## src/hdl/cht_pkg.sv

```systemverilog
// Shared types and constants for the coalesced hash table insert unit.
// No dependencies; every other file but cht_ram imports this package.
`timescale 1ns / 1ps
package cht_pkg;

  localparam int SLOTS      = 256;
  localparam int KEY_BYTES  = 8;
  localparam int IDX_W      = $clog2(SLOTS);
  localparam int CNT_W      = $clog2(SLOTS + 1);
  localparam int KEY_W      = 64;
  localparam int LEN_W      = 4;
  localparam int VAL_W      = 32;
  localparam int KIND_W     = 4;
  localparam int HASH_W     = 32;
  localparam int SIZE_W     = 9;
  localparam int SLOT_OUT_W = 8;
  localparam int QDEPTH     = 2;
  localparam int QPTR_W     = 1;

  localparam logic [1:0] ST_OK      = 2'd0;
  localparam logic [1:0] ST_FULL    = 2'd1;
  localparam logic [1:0] ST_NO_LINK = 2'd2;

  localparam logic REG_TABLE_SIZE = 1'b0;

  typedef struct packed {
    logic [KEY_W-1:0]  key_bytes;
    logic [LEN_W-1:0]  key_length;
    logic [VAL_W-1:0]  value_data;
    logic [KIND_W-1:0] value_kind;
  } in_item_t;

  typedef struct packed {
    logic [1:0]            status;
    logic [SLOT_OUT_W-1:0] slot_index;
    logic                  replaced;
  } out_item_t;

  // Classified insert handed from the front end to the back end
  typedef struct packed {
    logic [KEY_W-1:0]  key;
    logic [LEN_W-1:0]  len;
    logic [VAL_W-1:0]  value;
    logic [KIND_W-1:0] kind;
    logic [IDX_W-1:0]  home;
  } job_t;

  typedef struct packed {
    logic [KEY_W-1:0]  key;
    logic [LEN_W-1:0]  len;
    logic [VAL_W-1:0]  value;
    logic [KIND_W-1:0] kind;
  } data_t;

  typedef struct packed {
    logic             has_link;
    logic [IDX_W-1:0] link;
  } link_t;

endpackage

```

## src/hdl/cht_queue.sv

```systemverilog
// Short job queue between front and back end.
// Depends on cht_pkg.
`timescale 1ns / 1ps
module cht_queue (
  input  logic          clk,
  input  logic          rst_n,
  input  logic          wr_en,
  input  cht_pkg::job_t wr_data,
  output logic          full,
  output logic          rd_valid,
  input  logic          rd_en,
  output cht_pkg::job_t rd_data
);
  import cht_pkg::*;

  job_t              mem_r [QDEPTH];
  logic [QPTR_W-1:0] wptr_r, rptr_r;
  logic [QPTR_W:0]   cnt_r;
  logic              push, pop;

  assign full     = (cnt_r == (QPTR_W+1)'(QDEPTH));
  assign rd_valid = (cnt_r != '0);
  assign rd_data  = mem_r[rptr_r];
  assign push     = wr_en && !full;
  assign pop      = rd_en && rd_valid;

  always_ff @(posedge clk) begin
    if (!rst_n) begin
      wptr_r <= '0;
      rptr_r <= '0;
      cnt_r  <= '0;
    end else begin
      if (push) begin
        wptr_r <= (wptr_r == QPTR_W'(QDEPTH - 1)) ? '0 : wptr_r + 1'b1;
      end
      if (pop) begin
        rptr_r <= (rptr_r == QPTR_W'(QDEPTH - 1)) ? '0 : rptr_r + 1'b1;
      end
      cnt_r <= cnt_r + (QPTR_W+1)'(push) - (QPTR_W+1)'(pop);
    end
    if (push) begin
      mem_r[wptr_r] <= wr_data;
    end
  end

endmodule

```

## config.mk

```make
export PLATFORM = sky130hd
export DESIGN_NAME = cht_queue
export DESIGN_NICKNAME = d
export VERILOG_FILES = /design/src/hdl/cht_pkg.sv /design/src/hdl/cht_queue.sv
export SDC_FILE = /design/constraint.sdc
export NUM_CORES = 1
export LEC_CHECK = 0
export BUFFER_PORTS_ARGS = -buffer_cell sky130_fd_sc_hd__buf_2
export CORE_ASPECT_RATIO = 1.75
export CORE_UTILIZATION = 35
export CTS_CLUSTER_SIZE = 14
export DETAILED_ROUTE_END_ITERATION = 10
export GPL_TIMING_DRIVEN = 0
export PLACE_DENSITY = 0.64
export SLEW_MARGIN = 20
export SYNTH_ARGS = -nofsm -noshare
export SYNTH_HDL_FRONTEND = slang
export SYNTH_SLANG_ARGS = --single-unit
```

## constraint.sdc

```tcl
create_clock -name clk -period 14.8 [get_ports clk]
set_input_delay 2.96 -clock clk [delete_from_list [all_inputs] [get_ports clk]]
set_output_delay 2.96 -clock clk [all_outputs]
set_load 0.02 [all_outputs]
```

==> flow_summary.yaml <==
outcome:
  status: "complete, no violations"
critical_path:
  crit_chain: "buf_4 -> buf_6 -> mux2_2 -> buf_2"
  cpMaxStageDelayCell: "dfxtp_1"
  setup.worst_path.end_class: "output pin"
  critPathKind: "flop to output pin"
  start_kind: "flop"
  worstSetupEndpoint: "rd_data[20]"
  critPathTopFamily: "buffers and inverters"
  required_ns: 11.84
  reg2reg_depth: 5
  critical_path.max_fanout: 10
  cp_num_buf_inv: 3
  cp.arrival_ns: 1.89
  r2r_end: "mem_r[0][85]$_DFFE_PP_"
  crit_cells: 4
  reg2reg_from: "cnt_r[0]$_SDFF_PN0_"
  r2r_slack_ns: 12.74
  cpPeakStageDelay_ns: 0.40
finish:
  syn2layout_area_growth_pct: 27.6
  fin_util: 0.456
  num-nets-final: 751
  instances_no_fill: 951
  drive_gt1_frac: 0.601
power:
  ir_worst_vdd_mv: 0.131
  p_total_mw: 1.95
  powerDensity_nw_per_um2: 183
  power_leakage_nw: 3.96
timing:
  finalHoldViolCount: 0
  slew_headroom: 0.537
  setup_viol: 0
  holdWs_ns: 0.529
  max_freq_ghz: 0.206
  drv_slew: 0
  rsz0062_at_grt: "false"
  fin_crit_ns: 4.85
  finalClockSkew_ns: 0.0110
  fin_tns_setup_ns: 0
  timing.final.crit_share: 0.328
  tightest_slew_ns: 0.693
clock_tree:
  cts_setup_buffers: 0
  cts-htree-levels: 1
  ctsResizeCount: 0
  clkSlewWorstSetupHoldPaths_ns: 0.06
  insertion_delay_ns: 0.50
  cts_tree: "built"
  cts_buffers: 21
  hold_buffers: 0
  cts_sinks: 229
  root_buffer: "clkbuf_16"
  cts_max_path_buffers: 3
die:
  fp.coreArea_um2: 23300
  rows: 74
  die_area_um2: 24500
  initial_core_util: 0.357
  die_w_um: 119
  die_h_um: 206
  boundaryPins: 230
placement:
  gp_congestion: 0.715
  io_buffer_count: 229
  dp_hpwl_um: 11700
  dpl.cell_count: 914
routing:
  drcViolationCount: 0
  drt_iter0_markers: 216
  ant_nets: 0
  vias: 4334
  wl_per_cell_um: 17.4
  drt-pass1-iter-count: 4
  drt-total-wl_um: 16600
  viasPerCell: 4.56
logic_synthesis:
  ys_types: 19
  avgSynthCellArea_um2: 22.2
  ys_ff_latch: 229
  netlist_instances: 375
  seq_area_frac_synth: 0.819
  netlist_area_um2: 8340
  synth_nets: 493
  yosysWarnings: 0
flow_run:
  maxCapViolations: 0
global_route:
  grt_pass1_wl_um: 24800
  grt_start_max_net_pins: 57
  antenna_found_initial: 5
  grt_remaining_overflow: 0
  grt_pass1_vias: 4875
  grt_usage: 0.133
min_path:
  min_path_type: "flop to flop"
  whs_path_depth: 2
cell type report:
class | instances | area (um^2)
Antenna cell | 3 | 7.51
Buffer | 12 | 113
Clock buffer | 26 | 544
Clock inverter | 8 | 63.8
Fill cell | 2104 | 12700
Inverter | 3 | 11.3
Multi-Input combinational cell | 131 | 1400
Sequential cell | 229 | 6830
Tap cell | 304 | 380
Timing Repair Buffer | 235 | 1290
worst reg2reg max path, delay by kind of cell (launching register included):
family / cells / cell delay, ns
DFF: 1 / 0.36
buffers and inverters: 2 / 0.48
and+or+nand+nor: 3 / 0.90
per-layer routing:
layer / GRT usage / part of all wire / vias up
met5: 0 / 0.0023 / -
met4: 0.0750 / 0.039 / 6
met3: 0.0400 / 0.075 / 43
met2: 0.256 / 0.56 / 158
met1: 0.121 / 0.32 / 2129
li1: - / - / 1998
logic make-up after synthesis:
group | after synthesis | synth area share
flops | 229 | 0.819
mux | 113 | 0.152
buf+inv | 15 | 0.0149
simple gates | 13 | 0.00780
xor+xnor | 2 | 0.00210
fa+ha+maj | 2 | 0.00300
compound gates | 1 | 0.000901
cells in the final DEF (no fill, tap or decap), types with 4 or more instances in the layout:
master / n
clkinv_1: 4
buf_6: 8
dfxtp_1: 5
clkbuf_16: 21
edfxtp_1: 224
mux2_2: 112
buf_2: 232
clkbuf_1: 5
cell usage after synthesis:
master,instances,area [um^2]
buf_2,3,15.0
nor3_1,1,5.00
mux2i_1,1,10.0
xor2_1,1,8.76
ha_1,2,25.0
dfxtp_1,5,100
and2_1,2,12.5
nand2_1,2,7.51
and3_1,1,6.26
nand2b_1,2,12.5
edfxtp_1,224,6730
or2_2,1,6.26
nor2_1,4,15.0
buf_6,8,90.1
inv_1,3,11.3
o21a_1,1,7.51
mux2_2,112,1260
xnor2_1,1,8.76
buf_4,1,7.51
report_power, final:
part	internal, mW	switching [mW]
clock	0.277	0.217
combinational	0.245	0.349
sequential	0.834	0.0248
registers in the layout, indices dropped and copies added, names as in the netlist, named ones only:
register  cells
wptr_r        1
mem_r       224
cnt_r         2
rptr_r        1
through the flow:
step | worst slack (ns) | cell area [um^2]
global placement | 4.08 | 9860
global route | 9.85 | 10600
finish | 9.95 | 10600
detailed placement | 10.21 | 10000
floorplan | 6.50 | 8340
CTS | 9.88 | 10600
worst min-delay path by stage:
stage	start	end	slack (ns)
CTS	rptr_r$_SDFFE_PN0P_	flop	0.54
global placement	wptr_r$_SDFFE_PN0P_	wptr_r$_SDFFE_PN0P_	0.47
floorplan	wptr_r$_SDFFE_PN0P_	wptr_r$_SDFFE_PN0P_	0.45
global route	wptr_r$_SDFFE_PN0P_	wptr_r$_SDFFE_PN0P_	0.58
detailed placement	rptr_r$_SDFFE_PN0P_	flop	0.51
finish	rptr_r$_SDFFE_PN0P_	flop	0.53
Power figures use the tool's default switching activity.
