## src/hdl/cht_pkg.sv

```systemverilog
// Shared types and constants for the coalesced hash table insert unit.
// No dependencies; every other file but cht_ram imports this package.
`timescale 1ns / 1ps
package cht_pkg;

  localparam int SLOTS      = 256;
  localparam int KEY_BYTES  = 8;
  localparam int IDX_W      = $clog2(SLOTS);
  localparam int CNT_W      = $clog2(SLOTS + 1);
  localparam int KEY_W      = 64;
  localparam int LEN_W      = 4;
  localparam int VAL_W      = 32;
  localparam int KIND_W     = 4;
  localparam int HASH_W     = 32;
  localparam int SIZE_W     = 9;
  localparam int SLOT_OUT_W = 8;
  localparam int QDEPTH     = 2;
  localparam int QPTR_W     = 1;

  localparam logic [1:0] ST_OK      = 2'd0;
  localparam logic [1:0] ST_FULL    = 2'd1;
  localparam logic [1:0] ST_NO_LINK = 2'd2;

  localparam logic REG_TABLE_SIZE = 1'b0;

  typedef struct packed {
    logic [KEY_W-1:0]  key_bytes;
    logic [LEN_W-1:0]  key_length;
    logic [VAL_W-1:0]  value_data;
    logic [KIND_W-1:0] value_kind;
  } in_item_t;

  typedef struct packed {
    logic [1:0]            status;
    logic [SLOT_OUT_W-1:0] slot_index;
    logic                  replaced;
  } out_item_t;

  // Classified insert handed from the front end to the back end
  typedef struct packed {
    logic [KEY_W-1:0]  key;
    logic [LEN_W-1:0]  len;
    logic [VAL_W-1:0]  value;
    logic [KIND_W-1:0] kind;
    logic [IDX_W-1:0]  home;
  } job_t;

  typedef struct packed {
    logic [KEY_W-1:0]  key;
    logic [LEN_W-1:0]  len;
    logic [VAL_W-1:0]  value;
    logic [KIND_W-1:0] kind;
  } data_t;

  typedef struct packed {
    logic             has_link;
    logic [IDX_W-1:0] link;
  } link_t;

endpackage

```

## src/hdl/cht_front.sv

```systemverilog
// Front end: accepts an insert, masks the key, runs the byte-serial hash
// and the 2-bit-per-cycle modulo, then pushes the job. Depends on cht_pkg.
`timescale 1ns / 1ps
module cht_front (
  input  logic                    clk,
  input  logic                    rst_n,
  input  logic                    start,
  input  cht_pkg::in_item_t       in_data,
  input  logic [cht_pkg::CNT_W-1:0] size,
  input  logic                    q_full,
  output logic                    busy,
  output logic                    q_push,
  output cht_pkg::job_t           q_job
);
  import cht_pkg::*;

  localparam int MOD_STEPS = HASH_W / 2;
  localparam int MCNT_W    = $clog2(MOD_STEPS);

  localparam logic [2:0] F_IDLE = 3'd0;
  localparam logic [2:0] F_HASH = 3'd1;
  localparam logic [2:0] F_FIN  = 3'd2;
  localparam logic [2:0] F_MOD  = 3'd3;
  localparam logic [2:0] F_PUSH = 3'd4;

  logic [2:0]        state_r, state_nxt;
  logic [KEY_W-1:0]  key_r, key_nxt;
  logic [KEY_W-1:0]  kshift_r, kshift_nxt;
  logic [LEN_W-1:0]  len_r, len_nxt;
  logic [VAL_W-1:0]  val_r, val_nxt;
  logic [KIND_W-1:0] kind_r, kind_nxt;
  logic [HASH_W-1:0] hash_r, hash_nxt;
  logic [LEN_W-1:0]  cnt_r, cnt_nxt;
  logic [1:0]        fin_r, fin_nxt;
  logic [MCNT_W-1:0] mcnt_r, mcnt_nxt;
  logic [CNT_W-1:0]  rem_r, rem_nxt;

  logic [LEN_W-1:0]  len_c;
  logic [KEY_W-1:0]  key_c;
  logic [HASH_W-1:0] b_ext, t1, t2, t3;
  logic [CNT_W-1:0]  rem_a;

  function automatic logic [CNT_W-1:0] mod_step(input logic [CNT_W-1:0] rem,
                                                input logic bin,
                                                input logic [CNT_W-1:0] d);
    logic [CNT_W:0] t;
    t = {rem, bin};
    if (t >= {1'b0, d}) begin
      t = t - {1'b0, d};
    end
    return t[CNT_W-1:0];
  endfunction

  always_comb begin
    len_c = (in_data.key_length > LEN_W'(KEY_BYTES)) ? LEN_W'(KEY_BYTES)
                                                     : in_data.key_length;
    for (int i = 0; i < KEY_W / 8; i++) begin
      key_c[i*8 +: 8] = (i < KEY_BYTES && LEN_W'(i) < len_c) ? in_data.key_bytes[i*8 +: 8]
                                                             : 8'h00;
    end
  end

  // One hash round on the low byte of the shift register, and the modulo step on the top hash bit
  always_comb begin
    b_ext = {{(HASH_W-8){kshift_r[7]}}, kshift_r[7:0]};
    t1    = hash_r + b_ext;
    t2    = t1 + (t1 << 10);
    t3    = t2 ^ (t2 >> 6);
    rem_a = mod_step(rem_r, hash_r[HASH_W-1], size);
  end

  always_comb begin
    state_nxt  = state_r;
    key_nxt    = key_r;
    kshift_nxt = kshift_r;
    len_nxt    = len_r;
    val_nxt    = val_r;
    kind_nxt   = kind_r;
    hash_nxt   = hash_r;
    cnt_nxt    = cnt_r;
    fin_nxt    = fin_r;
    mcnt_nxt   = mcnt_r;
    rem_nxt    = rem_r;
    q_push     = 1'b0;
    case (state_r)
      F_IDLE: begin
        if (start) begin
          key_nxt    = key_c;
          kshift_nxt = key_c;
          len_nxt    = len_c;
          val_nxt    = in_data.value_data;
          kind_nxt   = in_data.value_kind;
          hash_nxt   = '0;
          cnt_nxt    = '0;
          state_nxt  = F_HASH;
        end
      end
      F_HASH: begin
        if (cnt_r == len_r) begin
          fin_nxt   = '0;
          state_nxt = F_FIN;
        end else begin
          hash_nxt   = t3;
          kshift_nxt = kshift_r >> 8;
          cnt_nxt    = cnt_r + 1'b1;
        end
      end
      F_FIN: begin
        case (fin_r)
          2'd0:    hash_nxt = hash_r + (hash_r << 3);
          2'd1:    hash_nxt = hash_r ^ (hash_r >> 11);
          default: hash_nxt = hash_r + (hash_r << 15);
        endcase
        fin_nxt = fin_r + 1'b1;
        if (fin_r == 2'd2) begin
          rem_nxt   = '0;
          mcnt_nxt  = '0;
          state_nxt = F_MOD;
        end
      end
      F_MOD: begin
        rem_nxt  = mod_step(rem_a, hash_r[HASH_W-2], size);
        hash_nxt = hash_r << 2;
        mcnt_nxt = mcnt_r + 1'b1;
        if (mcnt_r == MCNT_W'(MOD_STEPS - 1)) begin
          state_nxt = F_PUSH;
        end
      end
      F_PUSH: begin
        q_push = 1'b1;
        if (!q_full) begin
          state_nxt = F_IDLE;
        end
      end
      default: state_nxt = F_IDLE;
    endcase
  end

  always_ff @(posedge clk) begin
    if (!rst_n) begin
      state_r <= F_IDLE;
    end else begin
      state_r <= state_nxt;
    end
    key_r    <= key_nxt;
    kshift_r <= kshift_nxt;
    len_r    <= len_nxt;
    val_r    <= val_nxt;
    kind_r   <= kind_nxt;
    hash_r   <= hash_nxt;
    cnt_r    <= cnt_nxt;
    fin_r    <= fin_nxt;
    mcnt_r   <= mcnt_nxt;
    rem_r    <= rem_nxt;
  end

  assign busy        = (state_r != F_IDLE);
  assign q_job.key   = key_r;
  assign q_job.len   = len_r;
  assign q_job.value = val_r;
  assign q_job.kind  = kind_r;
  assign q_job.home  = rem_r[IDX_W-1:0];

endmodule

```

## config.mk

```make
export PLATFORM = sky130hd
export DESIGN_NAME = cht_front
export DESIGN_NICKNAME = d
export VERILOG_FILES = /design/src/hdl/cht_pkg.sv /design/src/hdl/cht_front.sv
export SDC_FILE = /design/constraint.sdc
export NUM_CORES = 1
export LEC_CHECK = 0
export BUFFER_PORTS_ARGS = -buffer_cell sky130_fd_sc_hd__buf_2
export CORE_MARGIN = 5
export CORE_UTILIZATION = 60
export CTS_BUF_LIST = sky130_fd_sc_hd__clkbuf_8
export DETAILED_ROUTE_END_ITERATION = 8
export PLACE_DENSITY = 0.93
export SYNTH_ARGS = -nofsm -noshare
export SYNTH_HDL_FRONTEND = slang
export SYNTH_SLANG_ARGS = --single-unit
```

## constraint.sdc

```tcl
create_clock -name clk -period 7.4 [get_ports clk]
set_input_delay 0.74 -clock clk [delete_from_list [all_inputs] [get_ports clk]]
set_output_delay 0.74 -clock clk [all_outputs]
set_load 0.03 [all_outputs]
```

==> impl_summary.txt <==
----------------------------------------------------
[Synthesis]
  Number of register bits inferred by synthesis ... about 220
  Cell type with the largest total area after synthesis ... edfxtp_1
  Area of the mapped netlist ... 15000 µm²
  Top_reg_cell synth ... edfxtp_1
  Average footprint of a synthesized cell ... around 11 µm²
  Synth top area share ... a little over two fifths
  Post-synth EDFFs ... between 200 and 250
  Synthesized netlist cell count ... 1376
  Synthesized netlist net count ... 1618
  Dominant cells by area after synthesis ... edfxtp_1 (44%), ha_1 (9.9%), xnor2_1 (5.3%), mux2_2 (4.3%), xor2_1 (3.2%)
  Share of async-settable or async-resettable flops after synthesis ... 0%
  Yosys warning count ... 0
  Distinct cells, synth ... 70
  Share of synthesized area occupied by flip-flops and latches ... between 40% and 50%

[Clock tree]
  Buffers from clock root to sink, at most ... 3
  Number of hold buffers added after CTS ... 0
  Clock-pin slew reported for the worst setup and hold paths after clock tree synthesis ... roughly 0.07 ns
  Post-CTS resize count ... 0
  TritonCTS clock tree ... yes
  Root buf cell ... clkbuf_8
  Post CTS Setup Buffer Count ... 0
  TritonCTS buffer count ... 36
  Clock H-tree levels ... 2
  CTS sink cnt ... between 200 and 250
  Clock latency at the later pin of the worst-skew pair ... 0.54 ns

[Worst hold path]
  Hold wc startpoint ... in_data[6]
  Hold WC Path Type ... input port to flip-flop

[Drt]
  Violation count after the first detailed-routing iteration ... approximately 1300
  Remaining design rule violation count ... 0
  Routed via count divided by cell count ... between 6 and 7
  Number of nets with antenna violations after routing ... 0
  Number of iterations in the first detailed-routing pass ... 8
  Average wire per cell in the routed design ... 22.2 µm
  Routed wire length ... ~43000 µm
  Detailed-route via count ... around 13000

[Place]
  Placer Congestion ... a little under 1
  Place WS ... approximately 1.3 ns
  Number of port buffers ... 230
  DPL Wire Length ... 32000 µm

[Timing]
  Period Utilization, post-route ... about 87%
  Count of final max-slew check failures ... 0
  Achievable Freq ... 156 MHz
  Final hold slack ... 0.364 ns
  Setup repair after global routing missed its margin ... false
  Aggregate negative setup slack ... 0 ns
  Max-slew headroom ... 22.9%
  Endpoints failing hold ... 0
  Worst Tran Pin Value ... between 1 and 1.5 ns
  Least setup slack across all paths after layout ... about 0.98 ns
  Skew final ... approximately 0.042 ns
  Minimum clock period ... around 6.4 ns
  Number of setup violations in the final report ... 0

[Final layout]
  Layout Area Growth over Synthesis ... 13.9%
  Ratio of cells with drive above 1 in the final layout ... 21.8%
  Number of nets at the end of the flow ... approximately 1800

[Worst setup path]
  Largest driver fanout on the critical path ... 25
  Source of the worst register-to-register timing path ... kshift_r[7]$_DFFE_PP_
  Cell-by-cell listing of the critical path ... ha_1 > a21o_1 > a21oi_1 > nor2b_1 > a311oi_1 > a211oi_1 > o31a_1 > o21ai_0 > a21boi_0 > mux2i_1 > nand2_1 > ha_1 > and3_1 > nand4_1 > nor3_1 > nor3_2 > a21oi_2 > a31oi_4 > xnor3_1 > xnor2_1 > a222oi_1 > o21ai_1
  Worst Path Required ... 7.65 ns
  Kind of launch point of the worst setup path ... flip-flop
  Library cell appearing most often on the critical path ... ha_1
  Maximum single-stage delay on the critical path ... around 1.1 ns
  Slowest stage cell on the critical path ... edfxtp_1
  CP endpoint kind ... flip-flop
  Number of buffer and inverter stages on the critical path ... 0
  Data arrival time of the critical path ... approximately 6.7 ns
  Setup crit start ... kshift_r[7]$_DFFE_PP_
  Family of cells with the greatest summed delay on the critical path ... compound AO/OA/AOI/OAI gates
  WS Path Type ... flip-flop to flip-flop

[Floorplanning]
  Die height ... approximately 170 µm
  Initial standard-cell utilization of the core ... around three fifths
  Die boundary width ... approximately 170 µm
  Core Region ... roughly 24000 µm²
  Total Die Area ... between 20000 and 30000 µm²
  Number of primary I/O pins ... approximately 230
  Row Count ... 57

[Global route]
  Total GRT Usage ... between 20 and 30%
  Global-route wire length before repair ... 67000 µm
  Congestion Overflow GR ... 0
  Largest net degree at the start of global routing ... 90
  Via count of the first global-routing pass ... 12300
  Initial antenna violation count ... 1

[Run]
  Max-Cap Viols ... 0

[Run status]
  Status ... finished, final reports clean

----------------------------------------------------
-- registers in the layout, summed over array words and instances (netlist names) --
| signal | count |
|---|---|
| len_r | 4 |
| hash_r | 32 |
| state_r | 3 |
| key_r | 64 |
| mcnt_r | 4 |
| kshift_r | 64 |
| rem_r | 9 |
| fin_r | 2 |
| cnt_r | 4 |
| kind_r | 4 |
| val_r | 32 |
-- path summary, 6_finish.rpt --
kind | to | cells after the start | slack [ns]
max reg2reg | hash_r[31]$_DFFE_PP_ | 22 | 0.98
max | hash_r[31]$_DFFE_PP_ | 22 | 0.98
min reg2reg | kshift_r[53]$_DFFE_PP_ | 1 | 0.54
min | val_r[2]$_DFFE_PP_ | 1 | 0.36
-- through the flow --
stage	std cells	utilization, %	cell area [µm²]
finish	1957	69.7	17100
global route	1957	69.7	17100
CTS	1956	69.7	17100
detailed placement	1891	67.1	16400
floorplan	1376	-	15000
global placement	1891	67.1	16400
-- cell usage in the layout, fill, tap and decap left out, types with 8 or more instances in the layout --
master	Yosys	routed
buf_2	2	230
clkinv_1	1	14
buf_4	8	8
clkbuf_8	0	38
and2_1	67	67
nand2_1	69	68
xnor2_1	91	91
nand3_1	12	12
o21ai_0	62	62
o21bai_1	14	14
inv_1	50	58
o211ai_1	8	8
nand2b_1	11	11
edfxtp_1	219	219
nor3_1	16	16
nor2b_1	32	32
a21oi_1	84	84
mux2i_1	10	10
a21o_1	63	63
a221oi_1	10	10
nand4_1	9	9
a22oi_1	14	14
a211oi_1	16	16
xor2_1	55	55
nor2_1	82	80
mux2_2	57	57
o221ai_1	8	8
ha_1	119	119
o21a_1	14	14
a31oi_1	11	11
a221o_1	9	9
o22ai_1	12	12
and3_1	20	19
-- per-layer routing --
layer | share of wire [%] | up-vias | GRT usage (%)
met5 | 0 | - | 0
met4 | 5.2 | 0 | 12.9
met3 | 9.8 | 194 | 5.93
met2 | 49 | 768 | 51.2
met1 | 36 | 5960 | 35.9
li1 | - | 5622 | -
-- cells by family (layout without fill, tap and decap cells) --
kind of cell	Yosys count	count (layout)	synth area share (%)
DFF	222	222	44.3
buffers and inverters	98	354	2.67
AOI/OAI and AO/OA	378	378	17.1
adders and majority gates	125	125	10.7
and+or+nand+nor	339	339	11.5
other	0	1	0
xor gates and xnor gates	147	147	8.69
muxes	67	67	4.95
-- synth_stat cells (12+ instances only) --
| cell | number |
|---|---|
| edfxtp_1 | 219 |
| ha_1 | 119 |
| xnor2_1 | 91 |
| a21oi_1 | 84 |
| nor2_1 | 82 |
| nand2_1 | 69 |
| and2_1 | 67 |
| a21o_1 | 63 |
| o21ai_0 | 62 |
| mux2_2 | 57 |
| xor2_1 | 55 |
| inv_1 | 50 |
| clkbuf_1 | 33 |
| nor2b_1 | 32 |
| and3_1 | 20 |
| a211oi_1 | 16 |
| nor3_1 | 16 |
| a22oi_1 | 14 |
| o21a_1 | 14 |
| o21bai_1 | 14 |
| nand3_1 | 12 |
| o22ai_1 | 12 |
-- area by class of cell --
| class | instances | area, µm² |
|---|---|---|
| Timing Repair Buffer | 238 | 1210 |
| Tap cell | 324 | 405 |
| Sequential cell | 222 | 6640 |
| Multi-Input combinational cell | 1056 | 7970 |
| Inverter | 51 | 191 |
| Antenna cell | 1 | 2.50 |
| Clock inverter | 27 | 124 |
| Clock buffer | 38 | 523 |
| Fill cell | 1639 | 7400 |
Power is not shown: default switching activity piles up to over one toggle a cycle in this logic, so the estimate is an artifact.
